**config.mk**
```make
export PLATFORM = sky130hd
export DESIGN_NAME = key_value_field_extractor
export DESIGN_NICKNAME = d
export VERILOG_FILES = /design/src/hw/rtl/kvfe_pkg.sv /design/src/hw/rtl/kvfe_scan.sv /design/src/hw/rtl/key_value_field_extractor.sv
export SDC_FILE = /design/constraint.sdc
export NUM_CORES = 1
export LEC_CHECK = 0
export BUFFER_PORTS_ARGS = -buffer_cell sky130_fd_sc_hd__clkbuf_2
export CORE_UTILIZATION = 35
export DETAILED_ROUTE_END_ITERATION = 10
export PLACE_DENSITY = 0.63
export SKIP_CTS_REPAIR_TIMING = 1
export SYNTH_ARGS = -nofsm -noshare
export SYNTH_HDL_FRONTEND = slang
export SYNTH_HIERARCHICAL = 1
export SYNTH_SLANG_ARGS = --single-unit
```
**constraint.sdc**
```tcl
create_clock -name clk -period 6.45 [get_ports clk]
set_clock_uncertainty 0.2 [all_clocks]
set_input_delay 0.9675 -clock clk [delete_from_list [all_inputs] [get_ports clk]]
set_output_delay 0.9675 -clock clk [all_outputs]
set_load 0.1 [all_outputs]
```
**src/hw/rtl/kvfe_pkg.sv**
```systemverilog
// Shared types and constants for the key/value field extractor.
package kvfe_pkg;

  // Default for the label capacity (bytes) of the top level.
  localparam int unsigned MAX_LABEL_BYTES_DEF = 16;

  // Fixed field and port widths.
  localparam int unsigned BYTE_W     = 8;
  localparam int unsigned LEN_W      = 5;
  localparam int unsigned CFG_IDX_W  = 2;
  localparam int unsigned CFG_DATA_W = 64;

  // Result queue geometry.
  localparam int unsigned QDEPTH = 4;
  localparam int unsigned QP_W   = 2;
  localparam int unsigned QC_W   = 3;

  typedef enum logic [1:0] {
    ST_FOUND     = 2'd0,
    ST_NOT_FOUND = 2'd1,
    ST_EMPTY     = 2'd2
  } status_t;

  // What one accepted byte produces: an optional value byte, then an
  // optional status.
  typedef struct packed {
    logic               val_vld;
    logic [BYTE_W-1:0]  val_byte;
    logic               st_vld;
    status_t            st_code;
  } scan_res_t;

  // One result word as it sits in the output queue.
  typedef struct packed {
    logic [BYTE_W-1:0]  value_byte;
    logic               is_status;
    status_t            code;
    logic               run_last;
  } res_word_t;

endpackage

```
**src/hw/rtl/kvfe_scan.sv**
```systemverilog
// Label registers and per-byte scanner state for the key/value extractor.
module kvfe_scan #(
  parameter int unsigned MAX_LABEL_BYTES = kvfe_pkg::MAX_LABEL_BYTES_DEF
) (
  input  logic                                clk,
  input  logic                                rst_n,
  input  logic                                in_acc,
  input  logic [kvfe_pkg::BYTE_W-1:0]         in_byte,
  input  logic                                in_end,
  input  logic                                cfg_we,
  input  logic [kvfe_pkg::CFG_IDX_W-1:0]      cfg_index,
  input  logic [kvfe_pkg::CFG_DATA_W-1:0]     cfg_data,
  output kvfe_pkg::scan_res_t                 res
);

  localparam int unsigned CNT_W = $clog2(MAX_LABEL_BYTES + 1);
  localparam int unsigned IDX_W = (MAX_LABEL_BYTES > 1) ? $clog2(MAX_LABEL_BYTES) : 1;
  localparam int unsigned BW    = kvfe_pkg::BYTE_W;
  localparam int unsigned LW    = kvfe_pkg::LEN_W;

  localparam logic [kvfe_pkg::CFG_IDX_W-1:0] REG_LABEL_LO  = 2'd0;
  localparam logic [kvfe_pkg::CFG_IDX_W-1:0] REG_LABEL_HI  = 2'd1;
  localparam logic [kvfe_pkg::CFG_IDX_W-1:0] REG_LABEL_LEN = 2'd2;

  localparam logic [BW-1:0] CH_TAB   = 8'h09;
  localparam logic [BW-1:0] CH_LF    = 8'h0a;
  localparam logic [BW-1:0] CH_CR    = 8'h0d;
  localparam logic [BW-1:0] CH_SPACE = 8'h20;
  localparam logic [BW-1:0] CH_QUOTE = 8'h22;
  localparam logic [BW-1:0] CH_EQUAL = 8'h3d;

  typedef enum logic [2:0] {
    PH_SEARCH    = 3'd0,
    PH_BEFORE_EQ = 3'd1,
    PH_SKIP      = 3'd2,
    PH_QUOTED    = 3'd3,
    PH_WORD      = 3'd4,
    PH_DONE      = 3'd5
  } phase_t;

  logic [BW-1:0]    label_r [MAX_LABEL_BYTES];
  logic [LW-1:0]    len_r;

  phase_t           phase_r, phase_nxt;
  logic [CNT_W-1:0] cnt_r, cnt_nxt;
  logic             prevq_r, prevq_nxt;
  logic             lao_r, lao_nxt;
  logic             seen_r, seen_nxt;

  // Label bytes: only bytes below the capacity are kept.
  for (genvar gi = 0; gi < MAX_LABEL_BYTES; gi++) begin : g_lab
    localparam int unsigned BI = gi % 8;
    localparam logic [kvfe_pkg::CFG_IDX_W-1:0] SEL = (gi / 8 == 0) ? REG_LABEL_LO : REG_LABEL_HI;
    always_ff @(posedge clk) begin
      if (!rst_n) begin
        label_r[gi] <= '0;
      end else if (cfg_we && cfg_index == SEL) begin
        label_r[gi] <= cfg_data[BI*BW +: BW];
      end
    end
  end

  always_ff @(posedge clk) begin
    if (!rst_n) begin
      len_r <= LW'(1);
    end else if (cfg_we && cfg_index == REG_LABEL_LEN) begin
      len_r <= cfg_data[LW-1:0];
    end
  end

  // Effective length, clamped to 1..capacity.
  logic [LW-1:0]    len_clamp;
  logic [CNT_W-1:0] len_eff;
  always_comb begin
    if (len_r == '0) begin
      len_clamp = LW'(1);
    end else if (len_r > LW'(MAX_LABEL_BYTES)) begin
      len_clamp = LW'(MAX_LABEL_BYTES);
    end else begin
      len_clamp = len_r;
    end
    len_eff = CNT_W'(len_clamp);
  end

  // Label match step; a mismatch retries the byte against label byte 0.
  logic [CNT_W-1:0] c0, c1, c2, s_cnt;
  logic             eq_c, eq_0, hit, s_done, s_lao;
  always_comb begin
    c0     = (cnt_r >= len_eff) ? '0 : cnt_r;
    eq_c   = (in_byte == label_r[c0[IDX_W-1:0]]);
    eq_0   = (in_byte == label_r[0]);
    hit    = eq_c || eq_0;
    c1     = eq_c ? c0 : '0;
    c2     = c1 + CNT_W'(1);
    s_lao  = (hit && c1 == '0) ? prevq_r : lao_r;
    s_done = hit && (c2 >= len_eff);
    s_cnt  = (!hit || s_done) ? '0 : c2;
  end

  logic is_blank, is_eol, is_quote;
  assign is_blank = (in_byte == CH_SPACE) || (in_byte == CH_TAB);
  assign is_eol   = (in_byte == CH_LF) || (in_byte == CH_CR);
  assign is_quote = (in_byte == CH_QUOTE);

  logic              due, emit;
  kvfe_pkg::status_t code;
  always_comb begin
    phase_nxt = phase_r;
    cnt_nxt   = cnt_r;
    prevq_nxt = prevq_r;
    lao_nxt   = lao_r;
    seen_nxt  = seen_r;
    due       = 1'b0;
    emit      = 1'b0;
    code      = kvfe_pkg::ST_FOUND;
    if (phase_r != PH_DONE) begin
      if (in_byte == '0) begin
        due = 1'b1;
      end else begin
        seen_nxt = 1'b1;
        case (phase_r)
          PH_SEARCH: begin
            cnt_nxt = s_cnt;
            lao_nxt = s_lao;
            if (s_done) phase_nxt = PH_BEFORE_EQ;
          end
          PH_BEFORE_EQ: begin
            if (in_byte == CH_EQUAL) begin
              phase_nxt = PH_SKIP;
            end else if (!is_blank) begin
              cnt_nxt   = s_cnt;
              lao_nxt   = s_lao;
              phase_nxt = s_done ? PH_BEFORE_EQ : PH_SEARCH;
            end
          end
          PH_SKIP: begin
            if (is_blank) begin
              phase_nxt = PH_SKIP;
            end else if (is_quote) begin
              phase_nxt = PH_QUOTED;
            end else if (lao_r) begin
              phase_nxt = PH_QUOTED;
              emit      = 1'b1;
            end else begin
              phase_nxt = PH_WORD;
              if (is_eol) due = 1'b1;
              else        emit = 1'b1;
            end
          end
          PH_QUOTED: begin
            if (is_quote) due = 1'b1;
            else          emit = 1'b1;
          end
          PH_WORD: begin
            if (is_blank || is_eol) due = 1'b1;
            else                    emit = 1'b1;
          end
          default: begin
          end
        endcase
        prevq_nxt = is_quote;
      end
      if (in_end) due = 1'b1;
      if (due) begin
        if (phase_nxt == PH_SKIP || phase_nxt == PH_QUOTED || phase_nxt == PH_WORD) begin
          code = kvfe_pkg::ST_FOUND;
        end else if (seen_nxt) begin
          code = kvfe_pkg::ST_NOT_FOUND;
        end else begin
          code = kvfe_pkg::ST_EMPTY;
        end
        phase_nxt = PH_DONE;
      end
    end
    // New line starts from scratch.
    if (in_end) begin
      phase_nxt = PH_SEARCH;
      cnt_nxt   = '0;
      prevq_nxt = 1'b0;
      lao_nxt   = 1'b0;
      seen_nxt  = 1'b0;
    end
  end

  always_ff @(posedge clk) begin
    if (!rst_n) begin
      phase_r <= PH_SEARCH;
      cnt_r   <= '0;
      prevq_r <= 1'b0;
      lao_r   <= 1'b0;
      seen_r  <= 1'b0;
    end else if (in_acc) begin
      phase_r <= phase_nxt;
      cnt_r   <= cnt_nxt;
      prevq_r <= prevq_nxt;
      lao_r   <= lao_nxt;
      seen_r  <= seen_nxt;
    end
  end

  assign res.val_vld  = emit;
  assign res.val_byte = in_byte;
  assign res.st_vld   = due;
  assign res.st_code  = code;

endmodule

```
**src/hw/rtl/key_value_field_extractor.sv**
```systemverilog
// Top level of the key/value field extractor: scanner plus result queue.
//
// Takes a command line one byte per word and looks for the label held in
// the label registers (1 to MAX_LABEL_BYTES bytes; a length of 0 acts as 1,
// larger than the capacity acts as the capacity). After the label, optional
// blanks and '=' must follow; blanks after '=' are skipped and the value
// bytes come out one per result word. A value is quoted when it opens with
// '"' or when the byte in front of the label was '"'; quoted values run to
// the closing quote, others to a blank, LF, CR or zero byte. Each line ends
// with exactly one status word: found, not found or empty line, given at
// the zero byte, at the end of the value, or at the byte flagged line_end.
// Every input word is decided in the cycle it is accepted; its zero, one or
// two result words go into a 4-word output queue. The block takes one byte
// per cycle while in_stall is low. A byte with both a value byte and a
// status puts two words in the queue, drained one at a time by the single
// output port; in_stall rises only while fewer than two queue slots are
// free. Configuration is written through cfg_we/cfg_index/cfg_data; the
// user must write it only while idle, and the block does not enforce this.
module key_value_field_extractor #(
  parameter int unsigned MAX_LABEL_BYTES = kvfe_pkg::MAX_LABEL_BYTES_DEF
) (
  input  logic                             clk,
  input  logic                             rst_n,
  // input words
  input  logic                             in_valid,
  output logic                             in_stall,
  input  logic [kvfe_pkg::BYTE_W-1:0]      in_line_byte,
  input  logic                             in_line_end,
  // result words
  output logic                             out_valid,
  input  logic                             out_stall,
  output logic [kvfe_pkg::BYTE_W-1:0]      out_value_byte,
  output logic                             out_is_status,
  output logic [1:0]                       out_status_code,
  output logic                             out_run_last,
  // configuration writes
  input  logic                             cfg_we,
  input  logic [kvfe_pkg::CFG_IDX_W-1:0]   cfg_index,
  input  logic [kvfe_pkg::CFG_DATA_W-1:0]  cfg_data
);

  localparam int unsigned QDEPTH = kvfe_pkg::QDEPTH;
  localparam int unsigned QP_W   = kvfe_pkg::QP_W;
  localparam int unsigned QC_W   = kvfe_pkg::QC_W;

  logic                in_acc;
  logic                pop;
  kvfe_pkg::scan_res_t res;

  // Output queue pointers and fill count
  logic [QP_W-1:0]     wp_r, wp_nxt, rp_r, rp_nxt;
  logic [QC_W-1:0]     q_cnt_r, q_cnt_nxt;

  // Room for two words must be there before a byte is taken.
  assign in_stall = (q_cnt_r > QC_W'(QDEPTH - 2));
  assign in_acc   = in_valid && !in_stall;

  kvfe_scan #(
    .MAX_LABEL_BYTES (MAX_LABEL_BYTES)
  ) u_scan (
    .clk       (clk),
    .rst_n     (rst_n),
    .in_acc    (in_acc),
    .in_byte   (in_line_byte),
    .in_end    (in_line_end),
    .cfg_we    (cfg_we),
    .cfg_index (cfg_index),
    .cfg_data  (cfg_data),
    .res       (res)
  );

  // Result words for this byte: value byte first, status last.
  kvfe_pkg::res_word_t w_val, w_st, w_first;
  logic [1:0]          push_n;
  always_comb begin
    w_val   = '{value_byte: res.val_byte, is_status: 1'b0,
                code: kvfe_pkg::ST_FOUND, run_last: !res.st_vld};
    w_st    = '{value_byte: '0, is_status: 1'b1,
                code: res.st_code, run_last: 1'b1};
    w_first = res.val_vld ? w_val : w_st;
    push_n  = in_acc ? ({1'b0, res.val_vld} + {1'b0, res.st_vld}) : 2'd0;
  end

  // Output queue
  kvfe_pkg::res_word_t q_r [QDEPTH];

  assign out_valid = (q_cnt_r != '0);
  assign pop       = out_valid && !out_stall;

  always_comb begin
    wp_nxt    = wp_r + QP_W'(push_n);
    rp_nxt    = rp_r + QP_W'(pop);
    q_cnt_nxt = q_cnt_r + QC_W'(push_n) - QC_W'(pop);
  end

  always_ff @(posedge clk) begin
    if (!rst_n) begin
      wp_r    <= '0;
      rp_r    <= '0;
      q_cnt_r <= '0;
    end else begin
      wp_r    <= wp_nxt;
      rp_r    <= rp_nxt;
      q_cnt_r <= q_cnt_nxt;
    end
  end

  always_ff @(posedge clk) begin
    if (push_n != 2'd0) q_r[wp_r] <= w_first;
    if (push_n == 2'd2) q_r[wp_r + QP_W'(1)] <= w_st;
  end

  assign out_value_byte  = q_r[rp_r].value_byte;
  assign out_is_status   = q_r[rp_r].is_status;
  assign out_status_code = q_r[rp_r].code;
  assign out_run_last    = q_r[rp_r].run_last;

  // Checks
  a_q_bound: assert property (@(posedge clk) disable iff (!rst_n)
    q_cnt_r <= QC_W'(QDEPTH))
    else $error("result queue overfilled");

  a_room_on_accept: assert property (@(posedge clk) disable iff (!rst_n)
    in_acc |-> (q_cnt_r <= QC_W'(QDEPTH - 2)))
    else $error("byte taken without room for two words");

  a_status_last: assert property (@(posedge clk) disable iff (!rst_n)
    (out_valid && out_is_status) |-> out_run_last)
    else $error("status word not flagged last");

  a_status_code: assert property (@(posedge clk) disable iff (!rst_n)
    (out_valid && out_is_status) |-> (out_status_code != 2'd3))
    else $error("unknown status code");

endmodule
```
==> out/qor.yml <==
yosys.cell_types.count: 86
tightestPinTransition_ps: 1180
core-area_um2: 28900
insertedDiodeCount: 0
holdWs_ps: 250
met2WireLength_um: 12300
die_x_um: 174
min_period_ps: 5930
p_int_w: 0.00222
synth_flop_cell: "edfxtp_1"
via_per_inst: 5.31
grt_max_degree: 65
r2r-start: "u_scan/len_r[1]$_SDFFE_PN0P_"
drv_slew: 0
synthCells: 916
critical_path_class: "reg -> reg"
dp_slack_ps: 584
rsz0062_at_grt: "false"
synth_warnings: 6
p_comb_share_pct: 18.0
worstHoldPathCells: 2
max_freq_mhz: 169
crit_path_end_kind: "flip-flop"
cp_max_fo: 16
dr.pass1.iters: 5
critical_path_required_ps: 6630
sw_frac_of_total_pct: 32.7
die_height_um: 174
cts.sinks: 199
avgSynthCellArea_um2: 11.3
dr.max_layer_used: "met4"
power_density_nw_per_um2: 281
hp-start: "q_r[2][3]$_SDFFE_PP1P_"
cts_tree: "built"
setup_ws_ps: 525
power_w: 0.00331
rrSetupSlack_ps: 520
synth-seq-area-share_pct: 51.5
post_drt_wl_per_cell_um: 18.8
drt_iter0_drc: 614
hold_violations: 0
gp_congestion: 0.932
cap_viol_max_count: 0
wirelength_um: 25900
ir_worst_vdd_mv: 0.194
placed_cells: 1345
drc_errors: 0
insertion_delay_ps: 450
synth_async_sr_flop_share_pct: 0
dpl.hpwl_um: 18000
htreeDepth: 4
start_util_pct: 35.8
stdcell_count: 1377
rows: 62
cp.arrival_ps: 6110
clockPowerShare_pct: 35.1
cts_buffer_depth: 2
setup_tns_ps: 0
overflow: 0
crit_path_start_kind: "flip-flop"
drt-met1-wl_um: 11900
seq_power_share_pct: 46.9
switching_power_w: 0.00108
setup_viol_count_final: 0
antenna_found_initial: 0
grt_usage_pct: 17.5
layout-drive-gt1-share_pct: 19.7
grt_pass1_vias: 7264
status: "complete, no violations"
ios: 94
synth-seq-cells: 199
synth_top_area_share_pct: 39.4
grt_pass1_wl_um: 41000
synth_top_area_cell: "edfxtp_1"
finalCritPeriodShare_pct: 91.9
area_growth_pct: 13.3
met3WireLength_um: 1210
fin_nets: 1079
numCtsBuffers: 17
synth.area.top_cells: "edfxtp_1 39%, dfxtp_1 12%, and2_1 8.3%"
clk_pin_slew_ps: 80
reg2regPathDepth: 23
root_buffer: "clkbuf_16"
detail-route-antenna-nets: 0
synth_fp_nets: 1015
r2r-end: "u_scan/cnt_r[3]$_SDFFE_PN0P_"
slew_headroom_pct: 21.2
worst_hold_path_type: "reg -> reg"
die_area_um2: 30300
synth-edff-count: 136
syn_area_um2: 10400
numPortBuffers: 93
leakage_nw: 4.24
hold_end: "q_r[2][3]$_SDFFE_PP1P_"
route.vias.total: 7309
==> per-stage QoR <==
stage                     util [%]  cell area [um2]
after floorplan                  -            10400
after global placement        38.3            11100
after detailed placement      38.3            11100
after CTS                     40.6            11700
after global routing          40.6            11800
final                         40.6            11800
==> cells in the final DEF, fill, tap and decap left out, types with 14 or more instances in the layout <==
master | synthesis | routed
a21oi_1 | 41 | 41
and2_1 | 137 | 137
clkbuf_16 | 0 | 17
clkbuf_2 | 0 | 93
dfxtp_1 | 63 | 61
edfxtp_1 | 136 | 136
ha_1 | 18 | 18
inv_1 | 20 | 20
mux2i_1 | 26 | 26
mux4_2 | 16 | 16
nand2_1 | 53 | 52
nor2_1 | 48 | 47
nor2b_1 | 14 | 14
nor3_1 | 18 | 17
o21ai_0 | 28 | 27
o2bb2ai_1 | 32 | 32
==> worst max-delay path by stage <==
stage / from / endpoint / slack [ps]
3_3_place_gp: u_scan/len_r[4]$_SDFFE_PN0P_ / u_scan/cnt_r[3]$_SDFFE_PN0P_ / 710
5_1_grt: u_scan/len_r[1]$_SDFFE_PN0P_ / u_scan/cnt_r[3]$_SDFFE_PN0P_ / 60
2_1_floorplan: in_line_byte[6] / q_cnt_r[2]$_SDFF_PN0_ / 1210
3_5_place_dp: u_scan/len_r[4]$_SDFFE_PN0P_ / u_scan/cnt_r[3]$_SDFFE_PN0P_ / 580
4_1_cts: u_scan/len_r[4]$_SDFFE_PN0P_ / u_scan/cnt_r[3]$_SDFFE_PN0P_ / 550
6_report: u_scan/len_r[1]$_SDFFE_PN0P_ / u_scan/cnt_r[3]$_SDFFE_PN0P_ / 520
==> kinds of logic (layout without fill, tap and decap cells) <==
logic type               after synthesis  after routing  synth area share (%)
AO/OA/AOI/OAI                        205            205                  14.2
AND/OR/NAND/NOR                      338            338                  18.5
flip-flops                           199            199                  51.5
multiplexers                          50             50                  7.29
adder cells (fa/ha/maj)               19             19                  2.36
XOR/XNOR                              22             22                  1.86
buffers and inverters                 83            160                  4.22
==> registers in the layout, summed over array words and instances (netlist names) <==
signal          cells
q_r                48
u_scan/seen_r       1
q_cnt_r             3
u_scan/prevq_r      1
u_scan/label_r    128
rp_r                2
u_scan/cnt_r        5
u_scan/lao_r        1
wp_r                2
u_scan/len_r        5
u_scan/phase_r      3
==> Yosys cell counts (all sizes together), types with 7 or more instances <==
cell / count
a211oi: 9
a21oi: 45
a31oi: 8
and2: 137
buf: 34
clkbuf: 24
dfxtp: 63
edfxtp: 136
ha: 18
inv: 22
mux2i: 26
mux4: 19
nand2: 58
nand2b: 9
nand4: 10
nor2: 48
nor2b: 16
nor3: 19
nor3b: 7
o211ai: 10
o21a: 7
o21ai: 33
o22ai: 8
o2bb2ai: 32
xnor2: 11
xor2: 11
==> metal layers <==
| layer | vias to the layer above | global-route usage (%) |
|---|---|---|
| met5 | - | 0 |
| met4 | 0 | 5.45 |
| met3 | 39 | 3.32 |
| met2 | 241 | 28.1 |
| met1 | 3524 | 23.8 |
| li1 | 3505 | - |
==> layout make-up <==
type | instances | area [um2]
fill | 2750 | 17200
sequential | 199 | 5350
multi-input combinational | 634 | 4620
timing repair buffer | 103 | 553
tap | 384 | 480
clock buffer | 17 | 425
clock inverter | 15 | 226
inverter | 25 | 95.1
==> power by group through the flow <==
stage / clock network (W) / logic, W / registers [W]
detailed placement: 0 / 0.000597 / 0.00158
CTS: 0.00118 / 0.000599 / 0.00155
global route: 0.00124 / 0.000642 / 0.00157
finish: 0.00116 / 0.000594 / 0.00155
global placement: 0 / 0.000590 / 0.00158
floorplan: 0 / 0.000506 / 0.00154
==> critical path, stage by stage, from the launching register on <==
cell and delay, ps:
dfxtp_1 330, nor3_1 190, nor2_1 70, nor2_1 160, ha_1 270, nor2b_2 200
o21ai_4 170, a21oi_2 460, o211ai_1 170, a32oi_1 290, xor2_1 150, a311oi_2 330
nand3_1 210, nor3_1 370, ha_1 340, nand3_1 150, and2_1 210, o21a_1 180
ha_1 270, a21oi_1 150, nor2b_1 310, nand2_1 140, a2111oi_0 410, o21a_1 150
Power figures use the tool's default switching activity.
